==> src/design/crc8wr_pkg.sv <==
package crc8wr_pkg;

  // Default word limit of one reply.
  localparam int MAX_WORDS_DEF = 16;

  // CRC-8 setup: polynomial x^8 + x^5 + x^4 + 1, register preset to all ones.
  localparam logic [7:0] CRC_INIT = 8'hFF;
  localparam logic [7:0] CRC_POLY = 8'h31;

  // Position of a byte inside its triplet.
  typedef enum logic [1:0] {
    PHASE_HIGH = 2'd0,
    PHASE_LOW  = 2'd1,
    PHASE_CRC  = 2'd2
  } phase_t;

  // One registered input transaction handed to the framing stage.
  typedef struct packed {
    logic       vld;
    logic [7:0] data;
    logic       last;
  } item_t;

  // One byte through the CRC, MSB first. Unrolls to a small XOR network.
  function automatic logic [7:0] crc8_byte(input logic [7:0] crc, input logic [7:0] b);
    logic [7:0] c;
    c = crc ^ b;
    for (int k = 0; k < 8; k++) begin
      if (c[7]) begin
        c = {c[6:0], 1'b0} ^ CRC_POLY;
      end else begin
        c = {c[6:0], 1'b0};
      end
    end
    return c;
  endfunction

endpackage

==> src/design/crc8wr_if.sv <==
interface crc8wr_in_if;
  logic       valid;
  logic       ready;
  logic [7:0] reply_byte;
  logic       reply_last;

  modport source (output valid, output reply_byte, output reply_last, input ready);
  modport sink (input valid, input reply_byte, input reply_last, output ready);
endinterface

interface crc8wr_out_if;
  logic        valid;
  logic        ready;
  logic [15:0] word_value;
  logic [3:0]  word_number;
  logic        crc_ok;
  logic        frame_end;
  logic        frame_ok;
  logic        length_error;

  modport source (output valid, output word_value, output word_number, output crc_ok,
                  output frame_end, output frame_ok, output length_error, input ready);
  modport sink (input valid, input word_value, input word_number, input crc_ok,
                input frame_end, input frame_ok, input length_error, output ready);
endinterface

==> src/design/crc8wr_in_stage.sv <==
module crc8wr_in_stage (
  input  logic               clk,
  input  logic               rst,
  crc8wr_in_if.sink          byte_in,
  input  logic               slot_free,
  output crc8wr_pkg::item_t  item
);

  crc8wr_pkg::item_t held;

  // The register takes a new byte when empty or when its current byte moves on.
  assign byte_in.ready = !held.vld || slot_free;
  assign item = held;

  always_ff @(posedge clk) begin
    if (rst) begin
      held.vld <= 1'b0;
    end else if (byte_in.ready) begin
      held.vld <= byte_in.valid;
    end
    if (byte_in.ready && byte_in.valid) begin
      held.data <= byte_in.reply_byte;
      held.last <= byte_in.reply_last;
    end
  end

endmodule

==> src/design/crc8wr_frame.sv <==
module crc8wr_frame #(
  parameter int MAX_WORDS = crc8wr_pkg::MAX_WORDS_DEF
) (
  input  logic               clk,
  input  logic               rst,
  input  crc8wr_pkg::item_t  item,
  output logic               slot_free,
  crc8wr_out_if.source       word_out
);

  localparam int CW = $clog2(MAX_WORDS + 1);
  localparam logic [CW-1:0] LIMIT = CW'(MAX_WORDS);
  localparam logic [CW-1:0] LAST_IDX = CW'(MAX_WORDS - 1);

  crc8wr_pkg::phase_t byte_phase;
  logic [7:0]    high_byte;
  logic [7:0]    low_hold;
  logic [7:0]    crc_running;
  logic [CW-1:0] word_count;
  logic          frame_good;
  logic          overflow_seen;

  logic          step;
  logic          emit;
  logic [7:0]    crc_seed;
  logic [7:0]    crc_next;
  logic          ok;
  logic          at_limit;
  logic [CW-1:0] idx;
  logic [CW+3:0] idx_ext;
  logic [CW+3:0] cnt_ext;
  logic          good_next;
  logic          over_next;

  assign slot_free = !word_out.valid || word_out.ready;
  assign step      = item.vld && slot_free;
  // A result leaves on every CRC byte and on any byte that closes the reply.
  assign emit      = step && ((byte_phase == crc8wr_pkg::PHASE_CRC) || item.last);

  assign crc_seed  = (byte_phase == crc8wr_pkg::PHASE_HIGH) ? crc8wr_pkg::CRC_INIT
                                                            : crc_running;
  assign crc_next  = crc8wr_pkg::crc8_byte(crc_seed, item.data);
  assign ok        = (crc_running == item.data);
  assign at_limit  = (word_count >= LIMIT);
  assign idx       = at_limit ? LAST_IDX : word_count;
  assign idx_ext   = {4'b0, idx};
  assign cnt_ext   = {4'b0, word_count};
  assign good_next = frame_good && ok;
  assign over_next = overflow_seen || at_limit;

  always_ff @(posedge clk) begin
    if (rst) begin
      byte_phase     <= crc8wr_pkg::PHASE_HIGH;
      crc_running    <= crc8wr_pkg::CRC_INIT;
      word_count     <= '0;
      frame_good     <= 1'b1;
      overflow_seen  <= 1'b0;
      word_out.valid <= 1'b0;
    end else begin
      if (emit) begin
        word_out.valid <= 1'b1;
      end else if (word_out.ready) begin
        word_out.valid <= 1'b0;
      end

      if (step) begin
        if (byte_phase == crc8wr_pkg::PHASE_HIGH) begin
          high_byte <= item.data;
        end
        if (byte_phase == crc8wr_pkg::PHASE_LOW) begin
          low_hold <= item.data;
        end

        if (item.last) begin
          byte_phase    <= crc8wr_pkg::PHASE_HIGH;
          crc_running   <= crc8wr_pkg::CRC_INIT;
          word_count    <= '0;
          frame_good    <= 1'b1;
          overflow_seen <= 1'b0;
        end else begin
          unique case (byte_phase)
            crc8wr_pkg::PHASE_HIGH: begin
              crc_running <= crc_next;
              byte_phase  <= crc8wr_pkg::PHASE_LOW;
            end
            crc8wr_pkg::PHASE_LOW: begin
              crc_running <= crc_next;
              byte_phase  <= crc8wr_pkg::PHASE_CRC;
            end
            default: begin
              byte_phase    <= crc8wr_pkg::PHASE_HIGH;
              crc_running   <= crc8wr_pkg::CRC_INIT;
              frame_good    <= good_next;
              overflow_seen <= over_next;
              if (!at_limit) begin
                word_count <= word_count + CW'(1);
              end
            end
          endcase
        end
      end

      if (emit) begin
        if (byte_phase == crc8wr_pkg::PHASE_CRC) begin
          word_out.word_value   <= {high_byte, low_hold};
          word_out.word_number  <= idx_ext[3:0];
          word_out.crc_ok       <= ok;
          word_out.frame_end    <= item.last;
          word_out.frame_ok     <= item.last && good_next && !over_next;
          word_out.length_error <= item.last && over_next;
        end else begin
          // Reply stopped partway through a triplet.
          word_out.word_value   <= '0;
          word_out.word_number  <= cnt_ext[3:0];
          word_out.crc_ok       <= 1'b0;
          word_out.frame_end    <= 1'b1;
          word_out.frame_ok     <= 1'b0;
          word_out.length_error <= 1'b1;
        end
      end
    end
  end

endmodule

==> src/design/crc8_word_reply_checker_core.sv <==
// Channel    Direction  Handshake      Payload
// byte_in    in         valid/ready    reply_byte[7:0], reply_last
// word_out   out        valid/ready    word_value[15:0], word_number[3:0], crc_ok,
//                                      frame_end, frame_ok, length_error
//
// One byte is accepted every cycle while results are being taken; each byte passes
// first through the input register and then through the framing stage, whose
// result register feeds word_out.
// The per-byte CRC update is a single eight-step XOR network between the two registers.
// Reset (rst, synchronous) empties both registers and restarts the frame state.
// A stalled word_out holds its result; byte_in keeps accepting until the input
// register is also full, and every byte, even one that causes no result, waits
// in the input register until the result register is free.
module crc8_word_reply_checker_core #(
  parameter int MAX_WORDS = crc8wr_pkg::MAX_WORDS_DEF
) (
  input  logic          clk,
  input  logic          rst,
  crc8wr_in_if.sink     byte_in,
  crc8wr_out_if.source  word_out
);

  // Registered transaction from the input stage and the framing stage's
  // permission to move it forward.
  crc8wr_pkg::item_t item;
  logic              slot_free;

  // Input register: decouples the byte source from the result side.
  crc8wr_in_stage u_in_stage (
    .clk       (clk),
    .rst       (rst),
    .byte_in   (byte_in),
    .slot_free (slot_free),
    .item      (item)
  );

  // Triplet framing, CRC check, word counting and the result register.
  crc8wr_frame #(
    .MAX_WORDS (MAX_WORDS)
  ) u_frame (
    .clk       (clk),
    .rst       (rst),
    .item      (item),
    .slot_free (slot_free),
    .word_out  (word_out)
  );

endmodule

==> src/flat_wrapper.sv <==
// flat-port wrapper written by rule: the top's interface ports become plain ports
module crc8_word_reply_checker_core_flat 
#(
  parameter int MAX_WORDS = crc8wr_pkg::MAX_WORDS_DEF
)
  (clk, rst, byte_in_valid, byte_in_reply_byte, byte_in_reply_last, byte_in_ready, word_out_valid, word_out_word_value, word_out_word_number, word_out_crc_ok, word_out_frame_end, word_out_frame_ok, word_out_length_error, word_out_ready);
  crc8wr_in_if byte_in_i ();
  crc8wr_out_if word_out_i ();
  input  logic clk;
  input  logic rst;
  input wire logic [$bits(byte_in_i.valid)-1:0] byte_in_valid;
  input wire logic [$bits(byte_in_i.reply_byte)-1:0] byte_in_reply_byte;
  input wire logic [$bits(byte_in_i.reply_last)-1:0] byte_in_reply_last;
  output wire logic [$bits(byte_in_i.ready)-1:0] byte_in_ready;
  output wire logic [$bits(word_out_i.valid)-1:0] word_out_valid;
  output wire logic [$bits(word_out_i.word_value)-1:0] word_out_word_value;
  output wire logic [$bits(word_out_i.word_number)-1:0] word_out_word_number;
  output wire logic [$bits(word_out_i.crc_ok)-1:0] word_out_crc_ok;
  output wire logic [$bits(word_out_i.frame_end)-1:0] word_out_frame_end;
  output wire logic [$bits(word_out_i.frame_ok)-1:0] word_out_frame_ok;
  output wire logic [$bits(word_out_i.length_error)-1:0] word_out_length_error;
  input wire logic [$bits(word_out_i.ready)-1:0] word_out_ready;
  assign byte_in_i.valid = byte_in_valid;
  assign byte_in_i.reply_byte = byte_in_reply_byte;
  assign byte_in_i.reply_last = byte_in_reply_last;
  assign byte_in_ready = byte_in_i.ready;
  assign word_out_valid = word_out_i.valid;
  assign word_out_word_value = word_out_i.word_value;
  assign word_out_word_number = word_out_i.word_number;
  assign word_out_crc_ok = word_out_i.crc_ok;
  assign word_out_frame_end = word_out_i.frame_end;
  assign word_out_frame_ok = word_out_i.frame_ok;
  assign word_out_length_error = word_out_i.length_error;
  assign word_out_i.ready = word_out_ready;
  crc8_word_reply_checker_core #(.MAX_WORDS(MAX_WORDS)) u_core (.clk(clk), .rst(rst), .byte_in(byte_in_i), .word_out(word_out_i));
endmodule
==> config.mk <==
export PLATFORM = sky130hd
export DESIGN_NAME = crc8_word_reply_checker_core_flat
export DESIGN_NICKNAME = d
export VERILOG_FILES = /design/src/design/crc8wr_pkg.sv /design/src/design/crc8wr_if.sv /design/src/design/crc8wr_in_stage.sv /design/src/design/crc8wr_frame.sv /design/src/design/crc8_word_reply_checker_core.sv /design/src/flat_wrapper.sv
export SDC_FILE = /design/constraint.sdc
export NUM_CORES = 1
export LEC_CHECK = 0
export BUFFER_PORTS_ARGS = -buffer_cell sky130_fd_sc_hd__buf_2
export CAP_MARGIN = 20
export CORE_AREA = 2 2 86 88
export CTS_CLUSTER_DIAMETER = 200
export DETAILED_ROUTE_END_ITERATION = 8
export DIE_AREA = 0 0 88 90
export PLACE_DENSITY = 0.65
export SLEW_MARGIN = 20
export SYNTH_ARGS = -nofsm -noshare
export SYNTH_HDL_FRONTEND = slang
export SYNTH_SLANG_ARGS = --single-unit
export TNS_END_PERCENT = 5
==> constraint.sdc <==
create_clock -name clk -period 9.6 [get_ports clk]
set_input_delay 1.92 -clock clk [delete_from_list [all_inputs] [get_ports clk]]
set_output_delay 1.92 -clock clk [all_outputs]
set_load 0.02 [all_outputs]
==> Word level (Yosys, flattened, before mapping) <==
Index checks and enable logic that the tools add are counted.
{ "word_totals": {"regBits": 68, "input_bits": 13, "output_inout_bits": 26, "elab_cells": 80} }
{ "classes": {"add_sub_neg": 1, "order_cmp": 1, "eq_ne": 5, "n_mux": 24, "bitwise": 10, "n_reduce_logical": 22} }
{ "op_table": {"columns": ["op", "n"], "rows": [
  ["2-to-1 mux 6 bit", 8],
  ["2-to-1 mux 8 bit", 3],
  ["inverter 3 bit", 8],
  ["2-to-1 mux 5 bit", 3],
  ["AND reduction 3 bit", 3],
  ["equality test 8 bit", 1],
  ["2-to-1 mux 4 bit", 2],
  ["XOR 8 bit", 1],
  ["logical AND 1 bit", 7],
  ["2-to-1 mux 1 bit", 6],
  ["adder 5 x 1 -> 5 bit (second input constant)", 1],
  ["greater-or-equal comparator 5 bit (second input constant)", 1],
  ["logical OR 1 bit", 4],
  ["inequality test 2 x 1 -> 1 bit (second input constant)", 2],
  ["case mux 2 bit (2 select lines)", 1],
  ["AND reduction 2 bit", 2],
  ["zero test 1 bit", 3],
  ["equality test 2 x 1 -> 1 bit (second input constant)", 1],
  ["equality test 2 bit (second input constant)", 1],
  ["zero test 2 bit", 1],
  ["2-to-1 mux 2 bit", 1],
  ["nonzero test 2 bit", 1],
  ["OR reduction 2 bit", 1],
  ["inverter 1 bit", 1]
]} }

==> Depth between registers and ports, before layout <==
{ "logic_depth": {"word_depth": 21, "ltp_mapped": 6, "ltp_nobuf": 5} }

==> Hierarchy <==
Synthesis repeated with hierarchy kept, for this count alone.
{ "unflattened": {"cells_unflattened": 222, "hier_area_um2": 2839.0} }
{ "by_module_without_submodules": {"columns": ["module", "instances", "cells_each", "area_each_um2", "seq_area_each_um2"], "rows": [
  ["crc8wr_frame", 1, 208, 2513.7, 1561.5],
  ["crc8wr_in_stage", 1, 14, 325.3, 290.3]
]} }

==> Worst setup path before layout <==
OpenSTA, ideal clock, no wires.
{ "synth_timing": {"path_kind": "input-to-reg", "from": "in word_out_ready", "to": "reg u_core.u_frame.word_out.crc_ok, enable pin", "setup_ns": 0.435, "t_arrival_ns": 4.094, "t_required_ns": 9.165, "setup_slack_ns": 5.071, "cell_stages": 4, "n_path_buf": 1, "path_cell_list": "nand2b_1 -> nand2_1 -> buf_1 -> nor3_1"} }
{ "synth_between": {"elab_chain_cells": 4} }
{ "synth_rtl": {"columns": ["element", "line", "source"], "rows": [
  ["from (decl)", "flat_wrapper.sv:22", "input wire logic [$bits(word_out_i.ready)-1:0] word_out_ready;"],
  ["logical OR 1 bit", "crc8wr_frame.sv:35", "assign slot_free = !word_out.valid || word_out.ready;"],
  ["logical AND 1 bit", "crc8wr_frame.sv:36", "assign step = item.vld && slot_free;"],
  ["logical AND 1 bit", "crc8wr_frame.sv:38", "assign emit = step && ((byte_phase == crc8wr_pkg::PHASE_CRC) || item.last);"],
  ["AND reduction 2 bit (no source line)", null, null],
  ["to (signal assigned)", "crc8wr_frame.sv:107", "word_out.crc_ok <= ok;"],
  ["to (decl)", "crc8wr_if.sv:21", "modport source (output valid, output word_value, output word_number, output crc_ok,"]
]} }
Every way passes these cells.
A chain may end at the register's enable or synchronous reset.

==> Worst setup path in the final report <==
{ "layout_timing": {"from": "in word_out_ready", "to": "out byte_in_ready"} }
{ "layout_between": {"elab_chain_cells": 2} }
{ "layout_rtl": {"columns": ["element", "line", "source"], "rows": [
  ["logical OR 1 bit", "crc8wr_frame.sv:35", null],
  ["logical OR 1 bit", "crc8wr_in_stage.sv:12", "assign byte_in.ready = !held.vld || slot_free;"],
  ["to (decl)", "flat_wrapper.sv:14", "output wire logic [$bits(byte_in_i.ready)-1:0] byte_in_ready;"]
]} }
Every way passes these cells.

==> flow_summary.json <==
{
  "comb_power_share_pct": 8.2,
  "die_w_um": 88,
  "fin_setup_tns_ps": 0,
  "max_slew_margin_pct": 50.5,
  "remaining_drc_errors": 0,
  "synthTopCellsByArea": "edfxtp_1 51%, dfxtp_1 13%, xnor2_1 5.5%",
  "power_switching_uw": 139,
  "synth_warnings": 0,
  "hold_start": "u_core.u_frame.frame_good$_SDFFE_PP1P_",
  "p_int_uw": 466,
  "fin_crit_ps": 4410,
  "core.rowCount": 31,
  "die_area_sq_um": 7920,
  "cap_violations": 0,
  "vias_per_cell": 4.52,
  "dpl.hpwl_um": 3100,
  "antenna_cells": 0,
  "postLayoutCellArea_sq_um": 3350,
  "area_growth_pct": 17.3,
  "finClkSkew_ps": 7.39,
  "ctsLongestPathBuffers": 2,
  "slew_viol_final": 0,
  "grt_max_degree": 25,
  "synth.avg_cell_area_sq_um": 13.6,
  "fin_crit_sh_pct": 45.9,
  "synth_area_sq_um": 2860,
  "place_inst": 341,
  "p_leak_uw": 0.00124,
  "hold_viol": 0,
  "dr.pass1.iters": 4,
  "min_to": "u_core.u_frame.frame_good$_SDFFE_PP1P_",
  "yosys.area.top_type": "edfxtp_1",
  "port_buffers": 38,
  "cp-start-kind": "input pin",
  "rsz0062_at_grt": "no",
  "drive_above_1_share_pct": 26.4,
  "cts_tree": "done",
  "final-setup-viol-count": 0,
  "place_area_sq_um": 3160,
  "path_clk_slew_ps": 70,
  "gp_congestion": 0.745,
  "ys_seq_area_share_pct": 64.8,
  "ys_seq_elements": 68,
  "grt.overflow.total": 0,
  "cpPeakStageDelay_ps": 210,
  "hold_depth": 2,
  "fill_cells": 623,
  "peakVddDrop_uv": 63.1,
  "fmax_ghz": 0.227,
  "path_cells": "buf_2 -> nor2b_1 -> nand2_1 -> buf_2",
  "synth_nets": 224,
  "final_cell_mix": "49 x edfxtp_1, 38 x buf_2, 19 x dfxtp_1",
  "clockRootBuffer": "clkbuf_8",
  "final_cells": 357,
  "seqPwrFrac_pct": 55.0,
  "r2r-start": "u_core.u_frame.word_out.valid$_SDFFE_PP0P_",
  "grt_pass1_vias": 1481,
  "grt_use_total_pct": 12.5,
  "die_h_um": 90,
  "cp.required_ps": 7680,
  "post-cts-setup-buffers": 0,
  "synth_top_cell_area_share_pct": 51.5,
  "num_vias": 1613,
  "reg2regPathDepth": 5,
  "htreeDepth": 3,
  "layout_commonest_cell": "edfxtp_1",
  "initial_utilization_pct": 40.7,
  "wirelength_um": 4500,
  "worst_slew_pin_slew_ps": 740,
  "status": "finished, final reports clean",
  "path_max_fanout": 3,
  "crit_arrival_ps": 2490,
  "grt_pass1_wl_um": 7330,
  "path_class": "in -> out",
  "antenna_found_initial": 0,
  "coreArea_sq_um": 7020,
  "switching_share_pct": 22.9,
  "power.density_nw_per_um2": 180,
  "post_drt_wl_per_cell_um": 12.6,
  "yosys.cell_types.count": 38,
  "cpMostUsedCell": "buf_2",
  "io_pins": 39,
  "worst-path-buf-inv": 2,
  "cts.sinks": 68,
  "power.share.clock_pct": 36.8,
  "cts_resized": 0,
  "ant_nets": 0,
  "drt_iter0_markers": 85,
  "worstSetupEndpointType": "primary output",
  "nets": 267,
  "worstHoldPathType": "reg -> reg",
  "path_delay_family": "simple AND/OR/NAND/NOR gates",
  "r2r_slack_ps": 7650,
  "rr_endpoint": "u_core.u_frame.crc_running[7]$_SDFFE_PP1P_",
  "clock_latency_ps": 330,
  "slowest_stage": "nor2b_1",
  "numCtsBuffers": 9,
  "syn_inst": 210,
  "hold_buffers": 0
}
power by group through the flow:
| stage | logic [uW] | registers, uW | clock network, uW |
|---|---|---|---|
| 2_1_floorplan | 37.7 | 339 | 0 |
| 3_3_place_gp | 49.4 | 339 | 0 |
| 3_5_place_dp | 50.1 | 339 | 0 |
| 4_1_cts | 50.3 | 332 | 229 |
| 5_1_grt | 54.8 | 334 | 243 |
| 6_report | 49.4 | 332 | 223 |
logic make-up after synthesis:
group | after synthesis | synth area share, %
fa+ha+maj | 1 | 0.438
buf+inv | 10 | 1.58
compound gates | 28 | 7.05
simple gates | 69 | 13.3
flops | 68 | 64.8
xor+xnor | 33 | 12.6
mux | 1 | 0.350
per-stage QoR:
stage	hold slack [ps]	total power (uW)	util, %	setup slack (ps)
after global routing	507	632	47.8	5140
final	489	604	47.8	5190
after floorplan	440	376	-	5070
after global placement	452	388	45.1	5210
after CTS	484	611	47.8	5190
after detailed placement	474	389	45.1	5190
worst max path at each step:
| stage | depth (start not counted) | start | slack [ps] | end |
|---|---|---|---|---|
| global route | 4 | word_out_ready | 5140 | byte_in_ready |
| finish | 4 | word_out_ready | 5190 | byte_in_ready |
| CTS | 4 | word_out_ready | 5190 | byte_in_ready |
| global placement | 4 | word_out_ready | 5210 | byte_in_ready |
| detailed placement | 4 | word_out_ready | 5190 | byte_in_ready |
| floorplan | 4 | word_out_ready | 5070 | u_core.u_frame.word_out.crc_ok$_SDFFCE_PN0P_ |
synth_stat cells:
cell type	n
nand3b_1	1
xnor3_1	4
nor3_1	1
nand4_1	3
o21bai_2	1
dfxtp_1	19
nor4b_1	1
a21oi_1	5
a22oi_1	1
a31oi_1	2
and2_1	18
nor4b_2	1
edfxtp_1	49
or4b_2	1
mux2i_1	1
buf_1	2
nor2b_1	3
ha_1	1
nand2_1	15
clkbuf_1	6
nand2b_1	3
xor2_2	1
and4_1	1
nor4_1	1
o211ai_1	6
o211ai_2	2
a21o_1	5
nor2_1	15
and3_1	1
buf_4	2
o21ai_0	3
xnor2_2	1
xor2_1	9
nor2_2	2
nor2_4	1
and2_0	1
xnor2_1	18
o21bai_1	3
per-layer routing:
metal | GRT usage (%) | vias to the layer above | share of wire [%]
met2 | 18.4 | 27 | 47
li1 | - | 832 | -
met3 | 3.58 | 6 | 3.5
met1 | 16.5 | 748 | 48
met5 | 0 | - | 0
met4 | 6.54 | 0 | 1.5
state kept, by name, summed over array words and instances, names as in the netlist, 2 cells and up:
register and flops:
u_core.u_frame.word_out.word_value 16, u_core.u_in_stage.item 10, u_core.u_frame.high_byte 8, u_core.u_frame.low_hold 8
u_core.u_frame.crc_running 8, u_core.u_frame.word_out.word_number 4, u_core.u_frame.word_count 5, u_core.u_frame.byte_phase 2
worst reg2reg max path: stages, from the launching register on:
cell	delay (ps)
dfxtp_1	340
nand2b_1	90
nand2_1	560
nor2_1	110
nor2_1	510
o211ai_1	190
final cells by class:
class                           instances  area (sq um)  share of cell area [%]
Sequential cell                        68          1850                    55.2
Clock inverter                          7          67.6                    2.01
Multi-Input combinational cell        132           967                    28.8
Timing Repair Buffer                   42           220                    6.56
Tap cell                               99           124                    3.69
Clock buffer                            9           124                    3.69
Power figures use the tool's default switching activity.
